===== src/design/assert_macros.svh =====
// Assertion macros used by the ring buffer command sequencer.
// The macros expect clk and rst_n to be visible where they are used.
`ifndef ASSERT_MACROS_SVH
`define ASSERT_MACROS_SVH

// A condition that holds at every clock edge out of reset.
`define CRB_ASSERT(label, cond, msg) \
  label: assert property (@(posedge clk) disable iff (!rst_n) (cond)) \
    else $error(msg);

// A condition that implies another one in the next cycle.
`define CRB_ASSERT_NEXT(label, ante, cons, msg) \
  label: assert property (@(posedge clk) disable iff (!rst_n) (ante) |=> (cons)) \
    else $error(msg);

`endif


===== src/design/crb_pkg.sv =====
// Package for the overwriting byte ring buffer: item types, command codes
// and size constants. No dependencies.
package crb_pkg;

  localparam int DATA_W    = 8;
  localparam int CMD_W     = 3;
  localparam int CNT_W     = 6;
  localparam int DEPTH_DEF = 32;
  localparam int STR_CAP   = 32;

  localparam logic [CMD_W-1:0] CMD_PUT = 3'd0;
  localparam logic [CMD_W-1:0] CMD_GET = 3'd1;
  localparam logic [CMD_W-1:0] CMD_POP = 3'd2;
  localparam logic [CMD_W-1:0] CMD_STR = 3'd3;
  localparam logic [CMD_W-1:0] CMD_CLR = 3'd4;

  typedef struct packed {
    logic [CMD_W-1:0]  command;
    logic [DATA_W-1:0] data;
  } in_item_t;

  typedef struct packed {
    logic [DATA_W-1:0] data_res;
    logic              was_empty;
    logic [CNT_W-1:0]  string_length;
    logic [CNT_W-1:0]  fill_count;
    logic              full_res;
    logic              last;
  } out_item_t;

endpackage


===== src/design/crb_mem.sv =====
// Byte store of the ring buffer: one write port, one read port with
// registered read data. Depends on crb_pkg.
module crb_mem #(
  parameter int  DEPTH = crb_pkg::DEPTH_DEF,
  localparam int IW    = $clog2(DEPTH)
) (
  input  logic                      clk,
  input  logic                      we,
  input  logic [IW-1:0]             waddr,
  input  logic [crb_pkg::DATA_W-1:0] wdata,
  input  logic                      re,
  input  logic [IW-1:0]             raddr,
  output logic [crb_pkg::DATA_W-1:0] rdata_r
);

  logic [crb_pkg::DATA_W-1:0] mem_q [DEPTH];

  always_ff @(posedge clk) begin
    if (we) begin
      mem_q[waddr] <= wdata;
    end
  end

  always_ff @(posedge clk) begin
    if (re) begin
      rdata_r <= mem_q[raddr];
    end
  end

endmodule


===== src/design/crb_ctrl.sv =====
// Command sequencer of the ring buffer: indices, full flag, string drain
// counter and the memory accesses. Depends on crb_pkg and assert_macros.svh.
`include "assert_macros.svh"

module crb_ctrl #(
  parameter int  DEPTH = crb_pkg::DEPTH_DEF,
  localparam int IW    = $clog2(DEPTH)
) (
  input  logic                       clk,
  input  logic                       rst_n,
  input  logic                       in_valid,
  input  crb_pkg::in_item_t          in_item,
  output logic                       in_ready,
  input  logic                       out_free,
  output logic                       res_load,
  output crb_pkg::out_item_t         res,
  output logic                       mem_we,
  output logic [IW-1:0]              mem_waddr,
  output logic [crb_pkg::DATA_W-1:0] mem_wdata,
  output logic                       mem_re,
  output logic [IW-1:0]              mem_raddr,
  input  logic [crb_pkg::DATA_W-1:0] mem_rdata
);

  localparam logic [1:0] S_IDLE = 2'd0;
  localparam logic [1:0] S_RD   = 2'd1;
  localparam logic [1:0] S_STR  = 2'd2;
  localparam logic [1:0] S_FIN  = 2'd3;

  localparam int CW = crb_pkg::CNT_W;

  logic [1:0]    state_r, state_nxt;
  logic [IW-1:0] widx_r, widx_nxt;
  logic [IW-1:0] ridx_r, ridx_nxt;
  logic          full_r, full_nxt;
  logic [CW-1:0] scnt_r, scnt_nxt;
  logic          fin_empty_r, fin_empty_nxt;
  logic          empty;
  logic          accept;

  function automatic logic [IW-1:0] idx_inc(input logic [IW-1:0] i);
    return (i == IW'(DEPTH - 1)) ? '0 : i + 1'b1;
  endfunction

  function automatic logic [IW-1:0] idx_dec(input logic [IW-1:0] i);
    return (i == '0) ? IW'(DEPTH - 1) : i - 1'b1;
  endfunction

  function automatic logic [CW-1:0] held(input logic [IW-1:0] w,
                                         input logic [IW-1:0] r,
                                         input logic f);
    logic [CW-1:0] wc;
    logic [CW-1:0] rc;
    wc = CW'(w);
    rc = CW'(r);
    if (f) begin
      return CW'(DEPTH);
    end else if (w >= r) begin
      return wc - rc;
    end
    return wc + CW'(DEPTH) - rc;
  endfunction

  assign empty    = !full_r && (widx_r == ridx_r);
  assign in_ready = (state_r == S_IDLE) && out_free;
  assign accept   = in_ready && in_valid;

  // Writes happen only on an accepted put and reads only afterwards, so the
  // two memory ports never touch the same slot in one cycle.
  always_comb begin
    state_nxt     = state_r;
    widx_nxt      = widx_r;
    ridx_nxt      = ridx_r;
    full_nxt      = full_r;
    scnt_nxt      = scnt_r;
    fin_empty_nxt = fin_empty_r;
    res_load      = 1'b0;
    res           = '0;
    mem_we        = 1'b0;
    mem_waddr     = widx_r;
    mem_wdata     = in_item.data;
    mem_re        = 1'b0;
    mem_raddr     = ridx_r;
    case (state_r)
      S_IDLE: begin
        if (accept) begin
          case (in_item.command)
            crb_pkg::CMD_PUT: begin
              mem_we   = 1'b1;
              ridx_nxt = full_r ? idx_inc(ridx_r) : ridx_r;
              widx_nxt = idx_inc(widx_r);
              full_nxt = (idx_inc(widx_r) == ridx_nxt);
              res_load = 1'b1;
              res.last = 1'b1;
            end
            crb_pkg::CMD_GET: begin
              if (empty) begin
                res_load      = 1'b1;
                res.was_empty = 1'b1;
                res.last      = 1'b1;
              end else begin
                mem_re    = 1'b1;
                ridx_nxt  = idx_inc(ridx_r);
                full_nxt  = 1'b0;
                state_nxt = S_RD;
              end
            end
            crb_pkg::CMD_POP: begin
              if (empty) begin
                res_load      = 1'b1;
                res.was_empty = 1'b1;
                res.last      = 1'b1;
              end else begin
                mem_re    = 1'b1;
                mem_raddr = idx_dec(widx_r);
                widx_nxt  = idx_dec(widx_r);
                full_nxt  = 1'b0;
                state_nxt = S_RD;
              end
            end
            crb_pkg::CMD_STR: begin
              if (empty) begin
                res_load      = 1'b1;
                res.was_empty = 1'b1;
                res.last      = 1'b1;
              end else begin
                mem_re    = 1'b1;
                ridx_nxt  = idx_inc(ridx_r);
                full_nxt  = 1'b0;
                scnt_nxt  = '0;
                state_nxt = S_STR;
              end
            end
            crb_pkg::CMD_CLR: begin
              widx_nxt = ridx_r;
              full_nxt = 1'b0;
              res_load = 1'b1;
              res.last = 1'b1;
            end
            default: begin
              res_load = 1'b1;
              res.last = 1'b1;
            end
          endcase
        end
      end
      S_RD: begin
        if (out_free) begin
          res_load     = 1'b1;
          res.data_res = mem_rdata;
          res.last     = 1'b1;
          state_nxt    = S_IDLE;
        end
      end
      S_STR: begin
        if (out_free) begin
          res_load = 1'b1;
          if (mem_rdata == '0) begin
            // The terminating zero is consumed and closes the run.
            res.string_length = scnt_r;
            res.last          = 1'b1;
            state_nxt         = S_IDLE;
          end else begin
            res.data_res = mem_rdata;
            scnt_nxt     = scnt_r + 1'b1;
            if (scnt_nxt == CW'(crb_pkg::STR_CAP)) begin
              fin_empty_nxt = 1'b0;
              state_nxt     = S_FIN;
            end else if (empty) begin
              fin_empty_nxt = 1'b1;
              state_nxt     = S_FIN;
            end else begin
              mem_re   = 1'b1;
              ridx_nxt = idx_inc(ridx_r);
            end
          end
        end
      end
      S_FIN: begin
        if (out_free) begin
          res_load          = 1'b1;
          res.was_empty     = fin_empty_r;
          res.string_length = scnt_r;
          res.last          = 1'b1;
          state_nxt         = S_IDLE;
        end
      end
      default: begin
        state_nxt = S_IDLE;
      end
    endcase
    // While draining a string, the next byte is fetched in the cycle its
    // predecessor is reported, so the count must come from the current state.
    if (state_r == S_IDLE) begin
      res.fill_count = held(widx_nxt, ridx_nxt, full_nxt);
      res.full_res   = full_nxt;
    end else begin
      res.fill_count = held(widx_r, ridx_r, full_r);
      res.full_res   = full_r;
    end
  end

  always_ff @(posedge clk) begin
    if (!rst_n) begin
      state_r     <= S_IDLE;
      widx_r      <= '0;
      ridx_r      <= '0;
      full_r      <= 1'b0;
      scnt_r      <= '0;
      fin_empty_r <= 1'b0;
    end else begin
      state_r     <= state_nxt;
      widx_r      <= widx_nxt;
      ridx_r      <= ridx_nxt;
      full_r      <= full_nxt;
      scnt_r      <= scnt_nxt;
      fin_empty_r <= fin_empty_nxt;
    end
  end

  `CRB_ASSERT(a_load_needs_room, !res_load || out_free, "result loaded into a busy output")
  `CRB_ASSERT(a_cap, scnt_r <= CW'(crb_pkg::STR_CAP), "string counter beyond cap")
  `CRB_ASSERT(a_mid_run, !(res_load && !res.last) || (state_r == S_STR), "non-final result outside a string run")
  `CRB_ASSERT(a_full_count, !full_r || (widx_r == ridx_r), "full flag with indices apart")
  `CRB_ASSERT_NEXT(a_read_then_report, accept && mem_re, !in_ready, "read issued but block took a new item")

endmodule


===== src/design/overwriting_char_ring_buffer_unit.sv =====
// Top level of the overwriting byte ring buffer: command sequencer, byte
// store and output register. Depends on crb_pkg, crb_ctrl and crb_mem.
//
//   channel | ports                        | payload
//   input   | in_valid, in_stall, in_item  | crb_pkg::in_item_t (command, data)
//   result  | out_valid, out_stall, out_item | crb_pkg::out_item_t
//
// Put, clear and unknown commands load their result when accepted. Get and pop
// on a non-empty buffer read the byte store, which registers its read data, and
// load the byte from the read state; on an empty buffer they load at acceptance.
// Get string on an empty buffer loads at acceptance. Otherwise it loads one result
// per byte drained, plus a final result when the run ends on an empty buffer or
// on the 32 byte cap.
// Reset (rst_n low, synchronous) empties the buffer; the byte store is not cleared.
// A stalled result holds the output register, and the block stops taking items.
module overwriting_char_ring_buffer_unit #(
  parameter int DEPTH = crb_pkg::DEPTH_DEF
) (
  input  logic               clk,
  input  logic               rst_n,
  input  logic               in_valid,
  output logic               in_stall,
  input  crb_pkg::in_item_t  in_item,
  output logic               out_valid,
  input  logic               out_stall,
  output crb_pkg::out_item_t out_item
);

  localparam int IW = $clog2(DEPTH);

  logic                       in_ready;
  logic                       out_free;
  logic                       res_load;
  crb_pkg::out_item_t         res;
  logic                       mem_we;
  logic [IW-1:0]              mem_waddr;
  logic [crb_pkg::DATA_W-1:0] mem_wdata;
  logic                       mem_re;
  logic [IW-1:0]              mem_raddr;
  logic [crb_pkg::DATA_W-1:0] mem_rdata;
  logic                       out_valid_r;
  crb_pkg::out_item_t         out_item_r;

  assign out_free = !out_valid_r || !out_stall;
  assign in_stall = !in_ready;

  crb_ctrl #(.DEPTH(DEPTH)) u_ctrl (
    .clk       (clk),
    .rst_n     (rst_n),
    .in_valid  (in_valid),
    .in_item   (in_item),
    .in_ready  (in_ready),
    .out_free  (out_free),
    .res_load  (res_load),
    .res       (res),
    .mem_we    (mem_we),
    .mem_waddr (mem_waddr),
    .mem_wdata (mem_wdata),
    .mem_re    (mem_re),
    .mem_raddr (mem_raddr),
    .mem_rdata (mem_rdata)
  );

  crb_mem #(.DEPTH(DEPTH)) u_mem (
    .clk     (clk),
    .we      (mem_we),
    .waddr   (mem_waddr),
    .wdata   (mem_wdata),
    .re      (mem_re),
    .raddr   (mem_raddr),
    .rdata_r (mem_rdata)
  );

  always_ff @(posedge clk) begin
    if (!rst_n) begin
      out_valid_r <= 1'b0;
    end else if (res_load) begin
      out_valid_r <= 1'b1;
    end else if (!out_stall) begin
      out_valid_r <= 1'b0;
    end
  end

  always_ff @(posedge clk) begin
    if (res_load) begin
      out_item_r <= res;
    end
  end

  assign out_valid = out_valid_r;
  assign out_item  = out_item_r;

endmodule


===== config.mk =====
export PLATFORM = sky130hd
export DESIGN_NAME = overwriting_char_ring_buffer_unit
export DESIGN_NICKNAME = d
export VERILOG_FILES = /design/src/design/crb_pkg.sv /design/src/design/crb_mem.sv /design/src/design/crb_ctrl.sv /design/src/design/overwriting_char_ring_buffer_unit.sv
export VERILOG_INCLUDE_DIRS = /design/src /design/src/design
export SDC_FILE = /design/constraint.sdc
export NUM_CORES = 1
export LEC_CHECK = 0
export ABC_AREA = 0
export BUFFER_PORTS_ARGS = -buffer_cell sky130_fd_sc_hd__buf_2
export CELL_PAD_IN_SITES_DETAIL_PLACEMENT = 1
export CELL_PAD_IN_SITES_GLOBAL_PLACEMENT = 1
export CORE_ASPECT_RATIO = 0.6
export CORE_UTILIZATION = 50
export DETAILED_ROUTE_END_ITERATION = 10
export PLACE_DENSITY_LB_ADDON = 0.1
export SYNTH_ARGS = -nofsm -noshare
export SYNTH_HDL_FRONTEND = slang
export SYNTH_SLANG_ARGS = --single-unit

===== constraint.sdc =====
create_clock -name clk -period 7.8 [get_ports clk]
set_input_delay 0.39 -clock clk [delete_from_list [all_inputs] [get_ports clk]]
set_output_delay 0.39 -clock clk [all_outputs]
set_load 0.01 [all_outputs]

==> results of run 1 <==
-- synth_stat cells, types with 3 or more instances --
library cell / count
nor3_1: 19
mux2_2: 3
buf_2: 23
and2_1: 21
ha_1: 23
xor2_1: 8
o211ai_1: 3
nand2_1: 237
nor4_1: 7
nor2_1: 140
nand4_1: 21
xnor2_1: 7
inv_1: 21
edfxtp_1: 287
nand3b_1: 4
mux2i_1: 7
a32oi_1: 4
nor3_2: 4
nand3_1: 103
a21oi_2: 3
o21ai_0: 19
buf_6: 3
dfxtp_1: 21
clkbuf_1: 18
a22o_1: 5
a21oi_1: 28
o22ai_1: 9
a311oi_1: 3
nor2b_1: 5
o31ai_1: 4
a21o_1: 8
a31oi_1: 4
or2_2: 6
buf_4: 5
a211oi_1: 5
and3_1: 5
o2111ai_1: 23
-- metal layers --
metal	GRT usage, %	routed length [um]	up-vias
met5	0	12	-
met4	4.92	618	2
met3	9.25	4350	49
met2	41.3	16600	387
met1	46.6	19600	4872
li1	-	-	4311
-- stage by stage --
stage / instance area (um2) / power (mW) / std cells
2_1_floorplan: 13600 / 2.41 / 1162
3_3_place_gp: 14100 / 2.65 / 1521
3_5_place_dp: 14100 / 2.67 / 1521
4_1_cts: 15100 / 4.10 / 1574
5_1_grt: 15100 / 4.23 / 1574
6_report: 15100 / 4.10 / 1574
-- cells by family (layout without fill, tap and decap cells) --
group                    Yosys count  count (layout)
AND/OR/NAND/NOR                  593             593
flip-flops                       308             308
AO/OA/AOI/OAI                    137             137
buffers and inverters             72             124
adder cells (fa/ha/maj)           26              26
XOR/XNOR                          15              15
multiplexers                      11              11
-- path summary, 6_finish.rpt --
check                                                    start                             end  slack (ns)  depth (start not counted)
worst max-delay path            u_ctrl.state_r[0]$_SDFFE_PN0P_      u_mem.rdata_r[1]$_DFFE_PP_        2.75                         11
worst max register to register  u_ctrl.state_r[0]$_SDFFE_PN0P_      u_mem.rdata_r[1]$_DFFE_PP_        2.75                         11
worst min-delay path                                     rst_n  u_ctrl.mem_waddr[2]$_SDFF_PN0_        0.07                          2
worst min register to register   u_ctrl.scnt_r[0]$_SDFFE_PN0P_   u_ctrl.scnt_r[0]$_SDFFE_PN0P_        0.54                          2
-- sequential cells by signal (all words and copies together) (netlist names) --
name,cells
u_mem.rdata_r,8
u_ctrl.state_r,2
out_valid,1
out_item,23
u_ctrl.fin_empty_r,1
u_ctrl.scnt_r,6
u_ctrl.ridx_r,5
u_ctrl.full_r,1
u_mem.mem_q,256
u_ctrl.mem_waddr,5
-- power by group --
part	switching (mW)	internal, mW	total (mW)
combinational	0.496	0.198	0.695
clock	0.630	0.829	1.46
sequential	0.0323	1.91	1.95
-- layout make-up --
cell class,count,share of cell area (%)
clock buffers,37,5.34
well taps,360,2.98
multi-input cells,782,28.4
flip-flops and latches,308,59.9
repair buffers,49,1.79
clock inverters,16,1.09
inverters,22,0.547
-- cell usage in the layout (no fill, tap or decap), types with 4 or more instances in the layout --
master and n:
nand4_1 21, o31ai_1 4, xnor2_1 7, a211oi_1 5
and3_1 5, nor2b_1 5, clkbuf_16 29, a21oi_1 27
dfxtp_1 21, ha_1 23, clkinv_1 6, a31oi_1 4
buf_4 10, clkbuf_8 5, nor2_1 140, inv_1 21
nor3_1 19, o21ai_0 19, o2111ai_1 23, a32oi_1 4
nor3_2 4, xor2_1 8, and2_1 21, a21o_1 7
o22ai_1 9, a22o_1 5, nand3_1 103, nor4_1 7
mux2i_1 7, buf_2 39, edfxtp_1 287, nand3b_1 4
or2_2 6, clkinv_2 7, nand2_1 237
==> flow_summary.ini, run 1 <==
[route]
dr.pass1.iters = 5
vias = 9621
drtAntennaViolNets = 0
drt-total-wl_mm = 41.2
routedWlPerCell_um = 26.2
drc_errors = 0
viasPerCell = 6.11
drtIter0Drc = 1028

[clocking]
insertion_delay_ns = 0.58
clk_path_buf_depth = 3
cts_resized = 0
cts-htree-levels = 1
cts_tree = done
holdBufCountCts = 0
post_cts_buffers = 0
numCtsBuffers = 29
clock_sinks = 308
cts_root_buf = clkbuf_16
clkTransAtPathRegs_ns = 0.07

[placed_design]
hpwl_mm = 28.0
pre_cts_ws_ns = 2.93
routabilityCongestion = 0.875
io_buffers = 39

[run_status]
status = completed

[finish]
drive_gt1_share_pct = 10.4
fin_nets = 1232
fill_cells = 2764
regArea_mm2 = 0.00904
multi_input_area_mm2 = 0.00429
syn_to_final_growth_pct = 10.6
fin_util_pct = 56.8
antenna_cells = 0

[sta]
max_clock_freq_mhz = 198
hold_violations = 0
final.min_clock_period_ns = 5.05
timing.final.crit_share_pct = 64.8
drv_slew = 0
timing.final.ws_setup_ns = 2.75
tightest_slew_ns = 1.14
rsz0062_at_grt = no
slew_headroom_pct = 23.6
finalSetupViolations = 0
setup_tns_ns = 0
clock_skew_ns = 0.0229
hold_slack_ns = 0.0698

[worst_setup_path]
timing.critical_path.required_ns = 8.17
crit_chain = inv_1 -> ha_1 -> nand2_1 -> nor2_1 -> a21oi_1 -> a21oi_4 -> buf_4 -> nor2_1 -> nor2_1 -> o2111ai_1 -> nor4_1
critPathArrivalTime_ns = 5.43
slowest_delay_ns = 0.84
critPathCaptureType = flip-flop
cp-start-kind = flip-flop
crit_top_cell = nor2_1
slowest_stage = a21oi_4
worstSetupPathType = flip-flop to flip-flop
critPathTopFamily = simple AND/OR/NAND/NOR gates
critPathBufInv = 2
path_max_fanout = 67

[floorplanning]
coreArea_mm2 = 0.0266
initial_utilization_pct = 51.3
die-area_mm2 = 0.0280
die-height_um = 130
dieWidth_um = 215
pin_count = 40
rows = 46

[synth]
synth-seq-cells = 308
synthSimpleGateAreaFrac_pct = 19.7
synth-compound-area-share_pct = 7.25
yosys.area_share.xor_xnor_pct = 0.963
synth.area.mux_share_pct = 0.862
synth_top_family_by_area = simple AND/OR/NAND/NOR gates
netlist_area_mm2 = 0.0136
yosysSeqAreaShare_pct = 66.2
synth_fa_ha_area_share_pct = 2.48
syn_inst = 1162
ys_types = 71
async_flop_share_pct = 0
synth_edf_count = 287
synthFlopType = edfxtp_1
syn_area_per_cell_um2 = 11.7
synth_fp_nets = 1202
yosysTopAreaCell = edfxtp_1
yosys_warnings = 0
synth_top_area_share_pct = 63.1
yosys-top-cells-area = edfxtp_1, nand2_1, nor2_1, nand3_1, dfxtp_1

[power_and_ir_drop]
max-vdd-ir-drop_mv = 0.196
powerDensity_mw_per_mm2 = 272
power_leakage_nw = 5.15

[min_path]
hold_path_class = primary input to flip-flop

[grt]
grt_max_degree = 70
grt_first_pass_wirelength_mm = 61.1
groute.usage.overall_pct = 29.9
antenna_found_initial = 2
grt_pass1_vias = 9382
overflow = 0

[run]
drv_cap = 0
(Power assumes the default switching activity.)
==> run 2, diff against run 1 <==
--- a/config.mk
+++ b/config.mk
@@ -6,7 +6,7 @@
 export SDC_FILE = /design/constraint.sdc
 export NUM_CORES = 1
 export LEC_CHECK = 0
-export ABC_AREA = 0
+export ABC_AREA = 1
 export BUFFER_PORTS_ARGS = -buffer_cell sky130_fd_sc_hd__buf_2
 export CELL_PAD_IN_SITES_DETAIL_PLACEMENT = 1
 export CELL_PAD_IN_SITES_GLOBAL_PLACEMENT = 1
==> constraint.sdc (replaced) <==
create_clock -name clk -period 5.21 [get_ports clk]
set_input_delay 0.2605 -clock clk [delete_from_list [all_inputs] [get_ports clk]]
set_output_delay 0.2605 -clock clk [all_outputs]
set_load 0.01 [all_outputs]
==> run 2 against run 1 <==
  * Flip-flop and latch count unchanged
  * Non-clock buffer count up 4
  * Synthesized area up 2.2%
  * Register-to-register slack worse by 1.7 ns
  * Via count up 4.6%
  * First-iteration DRC count up 2.7%
  * Critical path type unchanged
  * Critical endpoint is now out_item[7]$_DFFE_PP_
==> flow_summary.ini, run 2 <==
[sta]
drv_slew = 0
tightest_slew_ns = 0.951
slew_headroom_pct = 36.6
timing.final.crit_share_pct = 79.5
timing.final.ws_setup_ns = 1.07
rsz0062_at_grt = no
clock_skew_ns = 0.0158
hold_violations = 0
max_clock_freq_mhz = 241
setup_tns_ns = 0
final.min_clock_period_ns = 4.14
finalSetupViolations = 0

[finish]
syn_to_final_growth_pct = 9.63
final_common_cell = edfxtp_1
antenna_cells = 0
fin_nets = 1345
fill_cells = 2904
regMostFlops = u_mem.mem_q
largest_reg_flops = 256
final_cell_mix = edfxtp_1, nor2_1, o21ai_0
drive_gt1_share_pct = 8.91

[placed_design]
pre_cts_ws_ns = 1.17
routabilityCongestion = 0.883
io_buffers = 39
hpwl_mm = 27.3

[route]
drtIter0Drc = 1056
dr.pass1.iters = 6
routedWlPerCell_um = 24.5
drt-total-wl_mm = 41.4
drc_errors = 0
viasPerCell = 5.97
drtAntennaViolNets = 0
vias = 10100

[synth]
synth_edf_count = 287
syn_area_per_cell_um2 = 10.9
async_flop_share_pct = 0
synthFlopType = edfxtp_1
yosys-top-cells-area = edfxtp_1, nor2_1, o21ai_0, o211ai_1, nand2_1
synth_top_area_share_pct = 61.8
synth_common_cells = edfxtp_1, nor2_1, o21ai_0, nand2_1, inv_1
yosysSeqAreaShare_pct = 64.8
synth-seq-cells = 308
netlist_area_mm2 = 0.0140
ys_types = 48
synth_most_common_cell = edfxtp_1
syn_inst = 1280
synth_fp_nets = 1320
yosysTopAreaCell = edfxtp_1
yosys_warnings = 0

[run]
drv_cap = 0

[worst_setup_path]
path_max_fanout = 14
cp-start-kind = flip-flop
critPathTopFamily = compound AO/OA/AOI/OAI gates
worstSetupPathType = flip-flop to flip-flop
timing.critical_path.required_ns = 5.52
critPathArrivalTime_ns = 4.46
critPathCaptureType = flip-flop
critPathBufInv = 4
slowest_delay_ns = 0.45
crit_chain = clkinv_1 -> ha_1 -> nand2_2 -> nor2_4 -> nand3_4 -> inv_1 -> o21ai_0 -> o22ai_1 -> nor2_1 -> o22ai_1 -> o21ai_0 -> nand2_1 -> inv_1 -> ha_1 -> nand2_1 -> o21ai_0 -> inv_1 -> nor2_1 -> nor2_1 -> nand2_1 -> a21oi_1
slowest_stage = ha_1

[power_and_ir_drop]
power_leakage_nw = 5.45
internal-power_mw = 5.07
p_switching_mw = 3.46
pwr-share-comb_pct = 40.2
power_frac_seq_pct = 36.0
powerDensity_mw_per_mm2 = 558
netSwitchingFraction_pct = 40.6
max-vdd-ir-drop_mv = 0.331
pwr-share-clk_pct = 23.8

[clocking]
clkTransAtPathRegs_ns = 0.07
post_cts_buffers = 0
cts_resized = 0
insertion_delay_ns = 0.56
numCtsBuffers = 29
holdBufCountCts = 0
cts_tree = done
clock_sinks = 308
cts-htree-levels = 1
cts_root_buf = clkbuf_16
clk_path_buf_depth = 3

[floorplanning]
rows = 46
die-height_um = 131
initial_utilization_pct = 51.9
pin_count = 40
die-area_mm2 = 0.0286
coreArea_mm2 = 0.0269
dieWidth_um = 218

[grt]
antenna_found_initial = 1
overflow = 0
grt_max_degree = 97
groute.usage.overall_pct = 29.4
grt_first_pass_wirelength_mm = 62.5
grt_pass1_vias = 10100

[min_path]
hold_path_class = primary input to flip-flop

[run_status]
status = completed
run 2: cell count changes in the layout (fill, tap and decap cells not counted), sizes merged, moves of 13 or more:
cell     previous run  this run
inv                22       100
nand4              21         7
nor2              141       231
a21oi              31        68
nor3               23        10
o211ai              3        67
nand3             105        71
nand2             237       118
o2111ai            23         2
and2               21         1
o21ai              20       166
run 2: worst paths after layout:
kind	endpoint	cells after the start	slack, ns	start
worst max-delay path	out_item[7]$_DFFE_PP_	21	1.07	u_ctrl.ridx_r[3]$_SDFF_PN0_
worst min register to register	u_ctrl.fin_empty_r$_SDFFE_PN0P_	2	0.54	u_ctrl.fin_empty_r$_SDFFE_PN0P_
worst max register to register	out_item[7]$_DFFE_PP_	21	1.07	u_ctrl.ridx_r[3]$_SDFF_PN0_
worst min-delay path	out_valid$_SDFFE_PN0P_	3	0.04	rst_n
run 2: logic make-up after synthesis:
logic type	synth area share, %
xor gates and xnor gates	0.439
AOI/OAI and AO/OA	13.6
and+or+nand+nor	13.7
adders and majority gates	2.35
DFF	64.8
buffers and inverters	5.09
run 2: layer usage:
metal,part of all wire [%],track usage [%],vias up
li1,-,-,4627
met1,49,47.5,5035
met2,40,39.5,352
met3,9.1,8.22,49
met4,1.4,4.38,2
met5,0.031,0,-
run 2: tightest hold or removal path: cells and delay by family:
family | cells | cell delay [ns]
buffers and inverters | 2 | 0.19
AO/OA/AOI/OAI | 1 | 0.08
run 2: through the flow:
step           utilization [%]  cells  power (mW)  cell area [um2]  hold slack [ns]
4_1_cts                   56.9   1685        8.51            15300           0.0110
3_3_place_gp              53.6   1634        6.37            14400            0.515
5_1_grt                   56.9   1685        8.96            15300           0.0377
6_report                  56.9   1685        8.53            15300           0.0385
3_5_place_dp              53.6   1634        6.47            14400            0.515
2_1_floorplan                -   1280        5.29            14000            0.359
run 2: power by group through the flow:
stage	logic (mW)	clock network, mW	registers, mW
finish	3.43	2.03	3.07
global route	3.74	2.13	3.09
CTS	3.38	2.05	3.07
detailed placement	3.34	0	3.13
global placement	3.25	0	3.12
floorplan	2.15	0	3.14
run 2: area by class of cell:
class,instances,area (um2),share of cell area (%)
Tap cell,360,450,2.94
Multi-Input combinational cell,810,4210,27.6
Clock inverter,15,126,0.826
Clock buffer,36,752,4.92
Inverter,103,389,2.54
Timing Repair Buffer,53,325,2.13
Sequential cell,308,9040,59.1
